==> config.mk <==
export PLATFORM = sky130hd
export DESIGN_NAME = modular_multiply
export DESIGN_NICKNAME = d
export VERILOG_FILES = /design/src/hdl/modmul_pkg.sv /design/src/hdl/modmul_dp.sv /design/src/hdl/modmul_ctrl.sv /design/src/hdl/modular_multiply.sv
export SDC_FILE = /design/constraint.sdc
export NUM_CORES = 1
export LEC_CHECK = 0
export BUFFER_PORTS_ARGS = -buffer_cell sky130_fd_sc_hd__buf_4
export CAP_MARGIN = 20
export CORE_UTILIZATION = 49
export DETAILED_ROUTE_END_ITERATION = 16
export PLACE_DENSITY = 0.68
export SLEW_MARGIN = 20
export SYNTH_ARGS = -nofsm -noshare
export SYNTH_HDL_FRONTEND = slang
export SYNTH_SLANG_ARGS = --single-unit
export TNS_END_PERCENT = 10
==> constraint.sdc <==
create_clock -name clk -period 7.5 [get_ports clk]
set_clock_uncertainty 0.1 [all_clocks]
set_input_delay 1.5 -clock clk [delete_from_list [all_inputs] [get_ports clk]]
set_output_delay 1.5 -clock clk [all_outputs]
set_load 0.05 [all_outputs]
==> src/hdl/modmul_pkg.sv <==
// Shared types for the interleaved modular multiplier.
// Holds the command bundle from the controller to the datapath.
// No dependencies.
package modmul_pkg;

	// Commands from the controller to the datapath
	typedef struct packed {
		logic load;    // capture operands, clear remainder and accumulator
		logic reduce;  // one restoring-remainder step on the multiplicand
		logic mult;    // one interleaved add/double step on the multiplier
		logic store;   // move the result into the output register
	} modmul_cmd_t;

endpackage

==> src/hdl/modmul_dp.sv <==
// Datapath of the interleaved modular multiplier: operand registers,
// remainder unit, add/double unit and the output register.
// Depends on modmul_pkg.
module modmul_dp
	import modmul_pkg::*;
#(
	parameter int W = 31
) (
	input  logic        clk,
	input  modmul_cmd_t cmd,
	input  logic [W-1:0] multiplicand,
	input  logic [W-1:0] multiplier,
	input  logic [W-1:0] modulus,
	output logic [W-1:0] product_mod,
	output logic         status
);

	logic [W-1:0] a_q;    // multiplicand, shifted out MSB first
	logic [W-1:0] b_q;    // multiplier, shifted out LSB first
	logic [W-1:0] m_q;
	logic [W-1:0] r_q;    // reduced multiplicand, doubled each step
	logic [W-1:0] acc_q;
	logic [W-1:0] res_q;
	logic         err_q;

	logic [W:0]   rem_sh;
	logic [W-1:0] rem_nxt;
	logic [W:0]   acc_sum;
	logic [W-1:0] acc_nxt;
	logic [W:0]   dbl_sum;
	logic [W-1:0] dbl_nxt;

	// Remainder step: shift in next multiplicand bit, subtract if not below m
	always_comb begin
		rem_sh = {r_q, a_q[W-1]};
		if (rem_sh >= {1'b0, m_q}) begin
			rem_sh = rem_sh - {1'b0, m_q};
		end
		rem_nxt = rem_sh[W-1:0];
	end

	// Add/double step: both sums stay below 2m, one conditional subtract each
	always_comb begin
		acc_sum = {1'b0, acc_q} + {1'b0, r_q};
		if (acc_sum >= {1'b0, m_q}) begin
			acc_sum = acc_sum - {1'b0, m_q};
		end
		acc_nxt = acc_q;
		if (b_q[0]) begin
			acc_nxt = acc_sum[W-1:0];
		end
		dbl_sum = {r_q, 1'b0};
		if (dbl_sum >= {1'b0, m_q}) begin
			dbl_sum = dbl_sum - {1'b0, m_q};
		end
		dbl_nxt = dbl_sum[W-1:0];
	end

	// Working registers
	always_ff @(posedge clk) begin
		if (cmd.load) begin
			a_q   <= multiplicand;
			b_q   <= multiplier;
			m_q   <= modulus;
			r_q   <= '0;
			acc_q <= '0;
		end else if (cmd.reduce) begin
			a_q <= {a_q[W-2:0], 1'b0};
			r_q <= rem_nxt;
		end else if (cmd.mult) begin
			acc_q <= acc_nxt;
			r_q   <= dbl_nxt;
			b_q   <= {1'b0, b_q[W-1:1]};
		end
	end

	// Output register; a zero modulus forces a zero result with error status
	always_ff @(posedge clk) begin
		if (cmd.store) begin
			err_q <= (m_q == '0);
			res_q <= (m_q == '0) ? '0 : acc_q;
		end
	end

	assign product_mod = res_q;
	assign status      = err_q;

endmodule

==> src/hdl/modmul_ctrl.sv <==
// Controller of the interleaved modular multiplier: sequences the
// remainder and add/double phases and owns both handshakes.
// Depends on modmul_pkg.
module modmul_ctrl
	import modmul_pkg::*;
#(
	parameter int W = 31
) (
	input  logic        clk,
	input  logic        arst_n,
	input  logic        s_tvalid,
	output logic        s_tready,
	output logic        m_tvalid,
	input  logic        m_tready,
	output modmul_cmd_t cmd
);

	localparam int CW = $clog2(W);

	typedef enum logic [1:0] {
		ST_IDLE,
		ST_REDUCE,
		ST_MULT,
		ST_STORE
	} state_t;

	state_t        state_q;
	logic [CW-1:0] cnt_q;
	logic          m_tvalid_q;
	logic          last_step;
	logic          out_free;

	assign last_step = (cnt_q == CW'(W - 1));
	assign out_free  = !m_tvalid_q || m_tready;

	// Commands decoded from state
	always_comb begin
		cmd        = '0;
		cmd.load   = (state_q == ST_IDLE) && s_tvalid;
		cmd.reduce = (state_q == ST_REDUCE);
		cmd.mult   = (state_q == ST_MULT);
		cmd.store  = (state_q == ST_STORE) && out_free;
	end

	assign s_tready = (state_q == ST_IDLE);
	assign m_tvalid = m_tvalid_q;

	// State, step counter and output valid
	always_ff @(posedge clk or negedge arst_n) begin
		if (!arst_n) begin
			state_q    <= ST_IDLE;
			cnt_q      <= '0;
			m_tvalid_q <= 1'b0;
		end else begin
			// a store in the same cycle keeps valid high for the new result
			if (m_tvalid_q && m_tready && !cmd.store) begin
				m_tvalid_q <= 1'b0;
			end
			case (state_q)
				ST_IDLE: begin
					cnt_q <= '0;
					if (s_tvalid) begin
						state_q <= ST_REDUCE;
					end
				end
				ST_REDUCE: begin
					if (last_step) begin
						cnt_q   <= '0;
						state_q <= ST_MULT;
					end else begin
						cnt_q <= cnt_q + 1'b1;
					end
				end
				ST_MULT: begin
					if (last_step) begin
						cnt_q   <= '0;
						state_q <= ST_STORE;
					end else begin
						cnt_q <= cnt_q + 1'b1;
					end
				end
				ST_STORE: begin
					if (out_free) begin
						m_tvalid_q <= 1'b1;
						state_q    <= ST_IDLE;
					end
				end
				default: begin
					state_q <= ST_IDLE;
				end
			endcase
		end
	end

`ifndef SYNTHESIS
	a_store_free: assert property (@(posedge clk) disable iff (!arst_n)
		cmd.store |-> (!m_tvalid_q || m_tready))
		else $error("result stored over an untaken transaction");
	a_store_valid: assert property (@(posedge clk) disable iff (!arst_n)
		cmd.store |=> m_tvalid)
		else $error("stored result not presented");
	a_accept_start: assert property (@(posedge clk) disable iff (!arst_n)
		(s_tvalid && s_tready) |=> (state_q == ST_REDUCE) && (cnt_q == '0))
		else $error("accepted transaction did not start reduction");
	a_cnt_range: assert property (@(posedge clk) disable iff (!arst_n)
		cnt_q <= CW'(W - 1))
		else $error("step counter out of range");
	a_no_accept_busy: assert property (@(posedge clk) disable iff (!arst_n)
		(state_q == ST_MULT) |-> !s_tready)
		else $error("input ready while multiplying");
`endif

endmodule

==> src/hdl/modular_multiply.sv <==
// Interleaved modular multiplier: product_mod = (multiplicand * multiplier) mod modulus.
// Each transaction runs one remainder step per multiplicand bit, then one add/double step
// per multiplier bit, then a store into the output register that raises m_tvalid; no new
// input transaction is accepted until that store has happened.
// A result waiting on m_tready stalls the next store, which holds off the next input.
// Reset (arst_n, asynchronous, active low) clears the controller; no stored data.
module modular_multiply
	import modmul_pkg::*;
#(
	parameter int OPERAND_WIDTH = 31
) (
	input  logic clk,
	input  logic arst_n,
	// [W-1:0] multiplicand, [2W-1:W] multiplier, [3W-1:2W] modulus, zero pad
	input  logic [((3*OPERAND_WIDTH+7)/8)*8-1:0] s_tdata,
	input  logic s_tvalid,
	output logic s_tready,
	// [W-1:0] product_mod, zero pad
	output logic [((OPERAND_WIDTH+7)/8)*8-1:0] m_tdata,
	// [0] status (1 = zero modulus)
	output logic m_tuser,
	output logic m_tvalid,
	input  logic m_tready
);

	localparam int W      = OPERAND_WIDTH;
	localparam int OUT_TW = ((OPERAND_WIDTH + 7) / 8) * 8;

	modmul_cmd_t  cmd;
	logic [W-1:0] product_mod;
	logic         status;

	// Sequencer
	modmul_ctrl #(.W(W)) u_ctrl (
		.clk      (clk),
		.arst_n   (arst_n),
		.s_tvalid (s_tvalid),
		.s_tready (s_tready),
		.m_tvalid (m_tvalid),
		.m_tready (m_tready),
		.cmd      (cmd)
	);

	// Arithmetic
	modmul_dp #(.W(W)) u_dp (
		.clk          (clk),
		.cmd          (cmd),
		.multiplicand (s_tdata[W-1:0]),
		.multiplier   (s_tdata[2*W-1:W]),
		.modulus      (s_tdata[3*W-1:2*W]),
		.product_mod  (product_mod),
		.status       (status)
	);

	assign m_tdata = OUT_TW'(product_mod);
	assign m_tuser = status;

endmodule
==> metrics.md <==
| Metric | Value |
|---|---|
| Fmax | `153 MHz` |
| Grt met1 use | `38.6%` |
| Post-cts sizing count | `0` |
| Clock root buffer | `sky130_fd_sc_hd__clkbuf_16` |
| Part of the cycle the worst path needs | `87.1%` |
| First-pass DRT Iterations | `5` |
| Met2 routing resource usage after global routing | `47.8%` |
| Via/cell ratio | `6.08` |
| Max_slew headroom | `21.9%` |
| Run status | `completed` |
| Clock Latency Late Sink | `0.46 ns` |
| Number of synthesis warnings | `0` |
| Transition time at the pin with the least slew margin | `1.17 ns` |
| CP top delay family | `compound AO/OA/AOI/OAI gates` |
| Number of slew-limit violations in the final report | `0` |
| Std cell rows | `62` |
| Synth cell types | `90` |
| Unrepaired setup endpoints after global routing | `no` |
| Highest fanout seen on the critical path | `20` |
| Total setup buffers inserted after CTS | `0` |
| H-tree depth | `4` |
| Placement-stage cell area | `15,500 um2` |
| Hold-fix buffer count after cts | `0` |
| Reg-to-reg slack, setup | `0.97 ns` |
| Top FF cell, synth | `sky130_fd_sc_hd__edfxtp_1` |
| Number of placed cells counting well taps | `2,128` |
| Commonest non-fill, non-tap cells in the layout | `sky130_fd_sc_hd__nand2_1 (310), sky130_fd_sc_hd__buf_4 (143), sky130_fd_sc_hd__o21ai_0 (130), sky130_fd_sc_hd__a21oi_1 (130), sky130_fd_sc_hd__edfxtp_1 (125)` |
| CTS tree | `done` |
| Data required time at the worst endpoint | `7.75 ns` |
| Category of the critical setup timing path | `flip-flop to flip-flop` |
| FFs w/ async S/R, synth | `4.10%` |
| Beginning of the worst register-to-register path | `u_dp.r_q[0]` |
| Share of the yosys chip area belonging to registers | `36.5%` |
| GRT Total Usage | `29.3%` |
| Total clock sinks | `195` |
| Most frequent cell on the critical path | `sky130_fd_sc_hd__ha_1` |
| Final WL | `43,400 um` |
| Critical path's slowest cell | `sky130_fd_sc_hd__nor2_2` |
| Leading cell type in the layout, fill and taps excluded | `sky130_fd_sc_hd__nand2_1` |
| Sum Neg Setup Slack | `0 ns` |
| Hold Path End | `u_dp.acc_q[8]` |
| Relative area change from synthesis to final layout | `12.8%` |
| Gate count after technology mapping | `1,678` |
| Fraction of final layout cells with drive strength greater than 1 | `11.9%` |
| Antenna violation net count after detailed routing | `0` |
| DIE HEIGHT | `173 um` |
| Number of antenna cells inserted | `0` |
| DR DRC count | `0` |
| DRT iter0 DRCs | `1,153` |
| Clock buffers created by TritonCTS | `17` |
| Filler instances | `2,662` |
| Total global routing overflow | `0` |
| Pin count of the biggest net entering global routing | `71` |
| Sort of element at the start of the critical path | `flip-flop` |
| Number of nets in the finished design | `1,970` |
| Summed instance area of the synthesized netlist | `14,200 um2` |
| Avg Inst Size Synth | `8.49 um2` |
| Global-route met3 utilization | `4.33%` |
| Via count of the first global-routing pass | `12,632` |
| Number of stages on the worst hold path | `2` |
| Routed vias | `13,131` |
| First-pass GRT wire length | `68,300 um` |
| Endpoint of the most critical register-to-register path | `u_dp.acc_q[30]` |
| Final setup violation count | `0` |
| Arrival time at the worst endpoint | `6.78 ns` |
| Fin. Hold Viols | `0` |
| Weighted congestion at the end of routability-driven global placement | `0.994` |
| Initial antenna violation count | `0` |
| Clock edge transition at the registers on the reported setup and hold paths | `0.08 ns` |
| Estimated wirelength of the detail-placed design | `32,500 um` |
| Max-cap violations | `0` |
| Syn Nets | `1,885` |
| Wirelength per Cell | `20.1 um` |
| Final period demand of the worst path | `6.53 ns` |
| Register bit count reported by yosys | `195` |
| Post-route cell area | `16,100 um2` |
| Cell breakdown of the critical path | `ha_1 > fa_1 > a211oi_1 > o21bai_1 > o21ai_0 > o221a_2 > o2111ai_1 > nand4_1 > nor3b_1 > ha_1 > a21o_1 > a21oi_1 > o41ai_2 > nor3_2 > a2111oi_4 > nor2_2 > o41ai_1 > a31o_1` |
| Busiest layer in global routing | `met2` |
| Path length in cells of the critical path | `18` |
| Startpoint of the worst setup timing path | `u_dp.r_q[0]` |
| Port Buffers | `130` |
| Worst hold margin | `0.390 ns` |
| Delay of the slowest critical-path stage | `0.91 ns` |
| Die width | `173 um` |
| Effective utilization at floorplan | `49.8%` |
| Worst r2r path cells | `18` |
| Post-synth EDFFs | `125` |
| Layout Cells excl Fill | `2,160` |
| Area of the die | `29,800 um2` |
| Maximum buffer depth of the clock tree | `2` |
| Critical hold path startpoint | `u_dp.acc_q[8]` |
| Number of buffers and inverters on the critical path | `0` |
| Placeable Area | `28,600 um2` |
| I/O pin count | `135` |
| CP endpoint kind | `flip-flop` |
| Class of the tightest hold or removal check | `flip-flop to flip-flop` |
-- synthesized netlist by cell type, types with 15 or more instances --
library cell	n	share of area [%]
sky130_fd_sc_hd__nand2_1	311	8.2
sky130_fd_sc_hd__a21oi_1	130	4.6
sky130_fd_sc_hd__o21ai_0	130	4.6
sky130_fd_sc_hd__edfxtp_1	125	26
sky130_fd_sc_hd__ha_1	103	9.0
sky130_fd_sc_hd__nor2_1	81	2.1
sky130_fd_sc_hd__inv_1	73	1.9
sky130_fd_sc_hd__dfxtp_1	62	8.7
sky130_fd_sc_hd__xnor2_1	51	3.1
sky130_fd_sc_hd__clkbuf_1	49	1.3
sky130_fd_sc_hd__nor2b_1	44	1.9
sky130_fd_sc_hd__a21o_1	43	2.3
sky130_fd_sc_hd__a31oi_1	32	1.4
sky130_fd_sc_hd__nand3_1	32	1.1
sky130_fd_sc_hd__nand4_1	28	1.2
sky130_fd_sc_hd__nor3_1	27	0.95
sky130_fd_sc_hd__buf_2	20	0.70
sky130_fd_sc_hd__xor2_1	20	1.2
sky130_fd_sc_hd__a211oi_1	18	0.95
sky130_fd_sc_hd__o21bai_1	18	0.95
sky130_fd_sc_hd__mux2i_1	16	1.1
sky130_fd_sc_hd__o221ai_1	16	0.98
sky130_fd_sc_hd__o211ai_1	15	0.79
-- through the flow --
| step | setup WS (ns) | utilization (%) |
|---|---|---|
| final | 0.968 | 56.1 |
| after detailed placement | 1.05 | 54.1 |
| after global routing | 0.745 | 56.1 |
| after CTS | 1.03 | 56.1 |
| after global placement | 1.15 | 54.1 |
| after floorplan | 2.74 | - |
-- tightest hold or removal path, delay by kind of cell, from the launching register on --
kind | cells | cell delay, ns
AOI/OAI and AO/OA | 1 | 0.06
DFF | 1 | 0.33
and+or+nand+nor | 1 | 0.05
-- cell families after synthesis --
logic type,after synthesis,synth area share [%]
buf+inv,151,4.34
mux,18,1.28
other cells,1,0.0263
compound gates,524,24.0
xor+xnor,71,4.37
fa+ha+maj,107,9.61
simple gates,611,19.9
flops,195,36.5
-- layout make-up --
cell class	count	area (um2)	area share (%)
Clock buffer	17	425	2.65
Inverter	74	279	1.74
Sequential cell	195	5190	32.3
Timing Repair Buffer	143	1070	6.68
Clock inverter	15	140	0.872
Multi-Input combinational cell	1332	8470	52.7
Tap cell	384	480	2.99
-- per-layer routing --
| metal | share of wire [%] | wire length [um] |
|---|---|---|
| met1 | 44 | 19000 |
| met2 | 46 | 19900 |
| met3 | 6.6 | 2870 |
| met4 | 3.6 | 1560 |
| met5 | 0 | 0 |
-- how the worst max path moves through the flow --
stage                           to  slack (ns)
finish              u_dp.acc_q[30]        0.97
detailed placement  u_dp.acc_q[30]        1.05
global route        u_dp.acc_q[30]        0.75
global placement    u_dp.acc_q[30]        1.15
floorplan           u_dp.acc_q[28]        2.74
CTS                 u_dp.acc_q[30]        1.03
-- sequential cells by signal, indices dropped and copies added, names as in the netlist --
register,count
u_ctrl.cnt_q,5
u_dp.status,1
u_dp.a_q,31
u_dp.product_mod,31
u_dp.acc_q,31
u_dp.m_q,31
u_dp.r_q,31
u_ctrl.state_q,2
u_dp.b_q,31
u_ctrl.m_tvalid,1
Power is not shown: default switching activity piles up to over one toggle a cycle in this logic, so the estimate is an artifact.
